[src/rtl/ctu_pkg.sv]
package ctu_pkg;

  // Run length width, the sum width that follows from it, and the other field widths
  localparam int unsigned LEN_BITS  = 28;
  localparam int unsigned SUM_BITS  = LEN_BITS + 4;
  localparam int unsigned CODE_BITS = 4;
  localparam int unsigned WORD_BITS = 32;
  localparam int unsigned STAT_BITS = 3;

  typedef enum logic [STAT_BITS-1:0] {
    ST_OK       = 3'd0,
    ST_OVERFLOW = 3'd1,
    ST_NO_LEN   = 3'd2,
    ST_BAD_OP   = 3'd3,
    ST_TRAIL    = 3'd4
  } status_e;

  typedef enum logic [CODE_BITS-1:0] {
    OP_M   = 4'd0,
    OP_I   = 4'd1,
    OP_D   = 4'd2,
    OP_N   = 4'd3,
    OP_S   = 4'd4,
    OP_H   = 4'd5,
    OP_P   = 4'd6,
    OP_EQ  = 4'd7,
    OP_X   = 4'd8
  } op_e;

  localparam logic [7:0] CH_M     = 8'h4D;
  localparam logic [7:0] CH_I     = 8'h49;
  localparam logic [7:0] CH_D     = 8'h44;
  localparam logic [7:0] CH_N     = 8'h4E;
  localparam logic [7:0] CH_S     = 8'h53;
  localparam logic [7:0] CH_H     = 8'h48;
  localparam logic [7:0] CH_P     = 8'h50;
  localparam logic [7:0] CH_EQ    = 8'h3D;
  localparam logic [7:0] CH_X     = 8'h58;
  localparam logic [7:0] CH_STAR  = 8'h2A;
  localparam logic [7:0] CH_ZERO  = 8'h30;
  localparam logic [7:0] CH_NINE  = 8'h39;
  localparam logic [7:0] CH_SPACE = 8'h20;
  localparam logic [7:0] CH_TAB   = 8'h09;
  localparam logic [7:0] CH_CR    = 8'h0D;

  // Character class handed from the decoder to the parser
  typedef struct packed {
    logic       is_space;
    logic       is_digit;
    logic [3:0] digit;
    logic       is_op;
    op_e        op_code;
    logic       is_star;
  } char_class_t;

endpackage

[src/rtl/ctu_in_if.sv]
interface ctu_in_if;
  logic       valid;
  logic       ready;
  logic [7:0] char_byte;
  logic       end_of_text;

  modport source (output valid, output char_byte, output end_of_text, input ready);
  modport sink   (input valid, input char_byte, input end_of_text, output ready);
endinterface

[src/rtl/ctu_out_if.sv]
interface ctu_out_if;
  logic        valid;
  logic        ready;
  logic        has_unit;
  logic [31:0] unit_word;
  logic [2:0]  status;
  logic        string_done;

  modport source (output valid, output has_unit, output unit_word, output status,
                  output string_done, input ready);
  modport sink   (input valid, input has_unit, input unit_word, input status,
                  input string_done, output ready);
endinterface

[src/rtl/ctu_char_class.sv]
module ctu_char_class
  import ctu_pkg::*;
(
  input  logic [7:0]  char_i,
  output char_class_t class_o
);

  always_comb begin
    class_o          = '0;
    class_o.op_code  = OP_M;
    class_o.is_space = ((char_i >= CH_TAB) && (char_i <= CH_CR)) || (char_i == CH_SPACE);
    class_o.is_digit = (char_i >= CH_ZERO) && (char_i <= CH_NINE);
    class_o.digit    = 4'(char_i - CH_ZERO);
    class_o.is_star  = (char_i == CH_STAR);
    class_o.is_op    = 1'b1;
    case (char_i)
      CH_M:    class_o.op_code = OP_M;
      CH_I:    class_o.op_code = OP_I;
      CH_D:    class_o.op_code = OP_D;
      CH_N:    class_o.op_code = OP_N;
      CH_S:    class_o.op_code = OP_S;
      CH_H:    class_o.op_code = OP_H;
      CH_P:    class_o.op_code = OP_P;
      CH_EQ:   class_o.op_code = OP_EQ;
      CH_X:    class_o.op_code = OP_X;
      default: class_o.is_op   = 1'b0;
    endcase
  end

endmodule

[src/rtl/cigar_text_to_units.sv]
// Channel | Dir | Beat payload
// in_i    | in  | char_byte[7:0], end_of_text
// out_o   | out | has_unit, unit_word[31:0], status[2:0], string_done
//
// One character per cycle while in_i.ready is high; a result appears on out_o in the cycle after its beat.
// The run length update (times ten plus digit, range check) sits between the
// parse state registers and the result register.
// in_i.ready is low only while a result is held and out_o.ready is low.
// Reset arms the parser for the first character of a new string.
module cigar_text_to_units
  import ctu_pkg::*;
(
  input  logic clk_i,
  input  logic rst_ni,
  ctu_in_if.sink    in_i,
  ctu_out_if.source out_o
);

  char_class_t         cls;
  logic [LEN_BITS-1:0] acc_q, acc_d;
  logic                num_q, num_d;
  logic                err_q, err_d;
  logic                first_q;
  logic                out_valid_q;
  logic                has_q;
  logic [WORD_BITS-1:0] word_q;
  status_e             status_q;
  logic                done_q;

  logic                in_fire;
  logic                last;
  logic                lone_star;
  logic [SUM_BITS-1:0] sum;
  logic                ovf;
  logic                has;
  status_e             status;
  logic                emit;
  logic [WORD_BITS-1:0] word;

  ctu_char_class u_class (
    .char_i  (in_i.char_byte),
    .class_o (cls)
  );

  assign in_i.ready = !out_valid_q || out_o.ready;
  assign in_fire    = in_i.valid && in_i.ready;
  assign last       = in_i.end_of_text;
  assign lone_star  = first_q && last && cls.is_star;

  // acc * 10 + digit as two shifted adds
  assign sum = (SUM_BITS'(acc_q) << 3) + (SUM_BITS'(acc_q) << 1) + SUM_BITS'(cls.digit);
  assign ovf = |sum[SUM_BITS-1:LEN_BITS];
  assign word = (WORD_BITS'(acc_q) << CODE_BITS) | WORD_BITS'(cls.op_code);

  always_comb begin
    has    = 1'b0;
    status = ST_OK;
    acc_d  = acc_q;
    num_d  = num_q;
    err_d  = err_q;
    emit   = 1'b0;
    if (err_q) begin
      if (last) begin
        err_d = 1'b0;
        acc_d = '0;
        num_d = 1'b0;
      end
    end else begin
      if (lone_star || cls.is_space) begin
        // nothing to do
      end else if (cls.is_digit) begin
        if (ovf) begin
          status = ST_OVERFLOW;
        end else begin
          acc_d = sum[LEN_BITS-1:0];
          num_d = 1'b1;
        end
      end else if (!num_q || (acc_q == '0)) begin
        status = ST_NO_LEN;
      end else if (!cls.is_op) begin
        status = ST_BAD_OP;
      end else begin
        has   = 1'b1;
        acc_d = '0;
        num_d = 1'b0;
      end
      if ((status == ST_OK) && last && num_d) begin
        status = ST_TRAIL;
      end
      if ((status != ST_OK) || last) begin
        acc_d = '0;
        num_d = 1'b0;
      end
      err_d = (status != ST_OK) && !last;
      emit  = (status != ST_OK) || last || has;
    end
  end

  always_ff @(posedge clk_i or negedge rst_ni) begin
    if (!rst_ni) begin
      acc_q   <= '0;
      num_q   <= 1'b0;
      err_q   <= 1'b0;
      first_q <= 1'b1;
    end else if (in_fire) begin
      acc_q   <= acc_d;
      num_q   <= num_d;
      err_q   <= err_d;
      first_q <= last;
    end
  end

  always_ff @(posedge clk_i or negedge rst_ni) begin
    if (!rst_ni) begin
      out_valid_q <= 1'b0;
    end else if (in_fire && emit) begin
      out_valid_q <= 1'b1;
    end else if (out_o.ready) begin
      out_valid_q <= 1'b0;
    end
  end

  always_ff @(posedge clk_i) begin
    if (in_fire && emit) begin
      has_q    <= has;
      word_q   <= has ? word : '0;
      status_q <= status;
      done_q   <= (status != ST_OK) || last;
    end
  end

  assign out_o.valid       = out_valid_q;
  assign out_o.has_unit    = has_q;
  assign out_o.unit_word   = word_q;
  assign out_o.status      = status_q;
  assign out_o.string_done = done_q;

  // A unit is never reported together with an error
  a_unit_ok : assert property (@(posedge clk_i) disable iff (!rst_ni)
    (out_valid_q && has_q) |-> (status_q == ST_OK))
    else $error("unit reported with error status");

  a_err_result : assert property (@(posedge clk_i) disable iff (!rst_ni)
    (out_valid_q && (status_q != ST_OK)) |-> (done_q && (word_q == '0)))
    else $error("error result not final or carries a word");

  a_latched_quiet : assert property (@(posedge clk_i) disable iff (!rst_ni)
    (in_fire && err_q) |-> !emit)
    else $error("result produced while error latched");

  a_acc_clear : assert property (@(posedge clk_i) disable iff (!rst_ni)
    !num_q |-> (acc_q == '0))
    else $error("run length pending without digits");

  a_stall_hold : assert property (@(posedge clk_i) disable iff (!rst_ni)
    (out_valid_q && !out_o.ready) |=> (out_valid_q && $stable(word_q) && $stable(status_q)))
    else $error("stalled result changed");

endmodule
[src/flat_wrapper.sv]
// flat-port wrapper written by rule: the top's interface ports become plain ports
module cigar_text_to_units_flat import ctu_pkg::*;
  (clk_i, rst_ni, in_i_valid, in_i_char_byte, in_i_end_of_text, in_i_ready, out_o_valid, out_o_has_unit, out_o_unit_word, out_o_status, out_o_string_done, out_o_ready);
  ctu_in_if in_i_i ();
  ctu_out_if out_o_i ();
  input  logic clk_i;
  input  logic rst_ni;
  input wire logic [$bits(in_i_i.valid)-1:0] in_i_valid;
  input wire logic [$bits(in_i_i.char_byte)-1:0] in_i_char_byte;
  input wire logic [$bits(in_i_i.end_of_text)-1:0] in_i_end_of_text;
  output wire logic [$bits(in_i_i.ready)-1:0] in_i_ready;
  output wire logic [$bits(out_o_i.valid)-1:0] out_o_valid;
  output wire logic [$bits(out_o_i.has_unit)-1:0] out_o_has_unit;
  output wire logic [$bits(out_o_i.unit_word)-1:0] out_o_unit_word;
  output wire logic [$bits(out_o_i.status)-1:0] out_o_status;
  output wire logic [$bits(out_o_i.string_done)-1:0] out_o_string_done;
  input wire logic [$bits(out_o_i.ready)-1:0] out_o_ready;
  assign in_i_i.valid = in_i_valid;
  assign in_i_i.char_byte = in_i_char_byte;
  assign in_i_i.end_of_text = in_i_end_of_text;
  assign in_i_ready = in_i_i.ready;
  assign out_o_valid = out_o_i.valid;
  assign out_o_has_unit = out_o_i.has_unit;
  assign out_o_unit_word = out_o_i.unit_word;
  assign out_o_status = out_o_i.status;
  assign out_o_string_done = out_o_i.string_done;
  assign out_o_i.ready = out_o_ready;
  cigar_text_to_units u_core (.clk_i(clk_i), .rst_ni(rst_ni), .in_i(in_i_i), .out_o(out_o_i));
endmodule
[config.mk]
export PLATFORM = sky130hd
export DESIGN_NAME = cigar_text_to_units_flat
export DESIGN_NICKNAME = d
export VERILOG_FILES = /design/src/rtl/ctu_pkg.sv /design/src/rtl/ctu_in_if.sv /design/src/rtl/ctu_out_if.sv /design/src/rtl/ctu_char_class.sv /design/src/rtl/cigar_text_to_units.sv /design/src/flat_wrapper.sv
export SDC_FILE = /design/constraint.sdc
export NUM_CORES = 1
export LEC_CHECK = 0
export ABC_CLOCK_PERIOD_IN_PS = 5800
export BUFFER_PORTS_ARGS = -buffer_cell sky130_fd_sc_hd__buf_2
export CAP_MARGIN = 40
export CORE_MARGIN = 5
export CORE_UTILIZATION = 55
export DETAILED_ROUTE_END_ITERATION = 6
export GPL_TIMING_DRIVEN = 0
export PLACE_DENSITY = 0.85
export SYNTH_ARGS = -nofsm -noshare
export SYNTH_HDL_FRONTEND = slang
export SYNTH_SLANG_ARGS = --single-unit
export TNS_END_PERCENT = 5
[constraint.sdc]
create_clock -name clk_i -period 5.8 [get_ports clk_i]
set_input_delay 0.29 -clock clk_i [delete_from_list [all_inputs] [get_ports clk_i]]
set_output_delay 0.29 -clock clk_i [all_outputs]
set_load 0.005 [all_outputs]
==> results_dict.tcl <==
set metrics [dict create \
    die_w_um 106 \
    finalHoldViolations 0 \
    leakagePower_nw 2.65 \
    wirelength_um 12800 \
    grt_pass1_vias 4224 \
    cp.required_ns 5.90 \
    seq_area_mm2 0.00191 \
    cp-start-kind "input pin" \
    io_pins 52 \
    grtUsageTotal 0.233 \
    multi_input_area_mm2 0.00296 \
    antenna_found_initial 0 \
    critPathMaxFanout 34 \
    slew_viol_final 0 \
    setup_viol 0 \
    cts_hold_buffers 0 \
    clk_latency_ns 0.35 \
    max_freq_ghz 0.224 \
    placed_cells 684 \
    tritoncts "yes" \
    final_core_util 0.622 \
    grt_max_degree 38 \
    cp.arrival_ns 4.56 \
    dp_hpwl_um 9600 \
    synth.cell_area_mm2 0.00510 \
    holdWs_ns 0.0363 \
    num_rows 35 \
    portBuffers 49 \
    yosys_warnings 0 \
    rsz0062_at_grt "false" \
    grt_pass1_wl_um 21200 \
    ir_worst_vdd_mv 0.0977 \
    finalCritPeriodShare 0.768 \
    route.antenna.remaining_nets 0 \
    fin_worst_skew_ns 0.00722 \
    status "completed" \
    synth_cell_type_count 66 \
    nNetsFinal 655 \
    tightest_slew_ns 0.831 \
    antenna_cells 0 \
    place_congestion 0.949 \
    cts_max_path_buffers 2 \
    synth_seq_area_share 0.375 \
    synth_fp_nets 594 \
    wl_per_cell_um 18.3 \
    yosys_most_used_dff "edfxtp_1" \
    htree_levels 3 \
    p_per_area_mw_per_mm2 184 \
    drt_iter0_drc 326 \
    fp.dieH_um 106 \
    drive_gt1_frac 0.175 \
    num-fill-cells 756 \
    slew_headroom 0.446 \
    hp-class "input pin to async pin" \
    tns_ns 0 \
    cts-root-buf "clkbuf_8" \
    drtPass1Iterations 7 \
    via_per_inst 6.28 \
    cts_buffers 9 \
    clock-sinks 69 \
    synthCells 524 \
    synth_seq_cells 69 \
    layoutNonFillerInstCount 701 \
    syn_avg_cell_area_um2 9.73 \
    clk_pin_slew_worst_paths_ns 0.08 \
    endpoint_kind "register" \
    die_area_mm2 0.0113 \
    synth_edf_count 37 \
    final_area_mm2 0.00569 \
    start_util 0.557 \
    areaGrowthSynthToFinish_pct 11.7 \
    grt_remaining_overflow 0 \
    criticalPathCategory "input pin to register" \
    drv_cap 0 \
    cts_setup_buffers 0 \
    async_flop_share 0.464 \
    dpl_cell_area_mm2 0.00548 \
    min_period_ns 4.46 \
    drc 0 \
    num_vias 4399 \
    coreArea_mm2 0.00915 \
    post_cts_resized 0 \
]
[placed cells by master, fill, tap and decap left out, types with 13 or more instances in the layout]
master,n
a21oi_1,31
and3_1,33
buf_2,51
clkbuf_1,22
dfrtp_1,31
edfxtp_1,37
ha_1,55
inv_1,19
nand2_1,51
nor2_1,21
nor3_1,16
nor4_1,13
o21ai_0,17
o21ai_2,20
xnor2_1,14
[Yosys cell counts, drive strengths merged (8+ instances only)]
library cell | count | area share
nor3 | 16 | 0.016
nor4 | 13 | 0.016
o21ai | 43 | 0.057
and2 | 8 | 0.0098
nand3 | 9 | 0.0088
nor2 | 21 | 0.015
xnor2 | 14 | 0.024
a21o | 11 | 0.016
nand2 | 51 | 0.038
inv | 19 | 0.014
and3 | 34 | 0.043
clkbuf | 21 | 0.015
nand4 | 8 | 0.0098
a31oi | 8 | 0.011
ha | 55 | 0.13
edfxtp | 37 | 0.22
xor2 | 11 | 0.019
dfrtp | 31 | 0.15
a21oi | 31 | 0.030
[kinds of logic after synthesis]
kind of cell / synth area share
DFF: 0.375
AOI/OAI and AO/OA: 0.203
xor gates and xnor gates: 0.0429
and+or+nand+nor: 0.192
buffers and inverters: 0.0437
adders and majority gates: 0.143
[final timing paths]
path	startpoint	endpoint	slack [ns]	cells after the start
min	rst_ni	u_core.acc_q[10]	0.04	1
min reg2reg	u_core.first_q	u_core.first_q	0.48	2
max reg2reg	u_core.acc_q[0]	u_core.out_o.unit_word[9]	1.47	13
min in group clk_i	in_i_valid	u_core.first_q	0.22	4
max in group asynchronous	rst_ni	u_core.acc_q[4]	5.24	1
max	in_i_char_byte[3]	u_core.out_o.unit_word[9]	1.34	15
[layer usage]
metal | track usage | part of all wire | wire, um | vias to the layer above
met3 | 0.0310 | 0.059 | 754 | 30
met5 | 0 | 0 | 0 | -
met1 | 0.302 | 0.41 | 5300 | 2096
met4 | 0.0740 | 0.024 | 304 | 0
met2 | 0.403 | 0.50 | 6440 | 171
li1 | - | - | - | 2102
[layout make-up]
type	instances	share of cell area
repair buffers	50	0.0466
clock buffers	10	0.0224
multi-input cells	409	0.521
flip-flops and latches	69	0.336
inverters	19	0.0125
clock inverters	6	0.0110
plain buffers	27	0.0266
well taps	111	0.0244
[critical path: stages]
cell and delay [ns]:
buf_2 0.09, clkbuf_1 0.36, inv_1 0.22, fa_1 0.64, inv_1 0.06, ha_1 0.31, a211oi_1 0.25, o21a_1 0.26
a221o_1 0.24, a311oi_1 0.17, or3_4 0.40, a41o_1 0.28, o31a_1 0.31, o311a_2 0.44, buf_12 0.21
[state kept, by name, indices dropped and copies added, names as in the netlist]
signal / flops
u_core.out_o.unit_word: 32
u_core.acc_q: 28
u_core.out_o.status: 3
u_core.err_q: 1
u_core.first_q: 1
u_core.num_q: 1
u_core.out_o.has_unit: 1
u_core.out_o.string_done: 1
u_core.out_o.valid: 1
[through the flow]
stage	setup WS [ns]	power [mW]
finish	1.34	1.05
global route	1.15	1.09
CTS	1.19	1.05
detailed placement	0.818	0.659
global placement	0.510	0.654
floorplan	1.28	0.610
[where the power goes]
part | total [mW] | leakage [nW] | internal, mW | switching (mW)
combinational | 0.105 | 1.77 | 0.0331 | 0.0719
sequential | 0.546 | 0.787 | 0.541 | 0.00528
clock | 0.397 | 0.0903 | 0.198 | 0.199
total | 1.05 | 2.65 | 0.772 | 0.276
(Power assumes the default switching activity.)
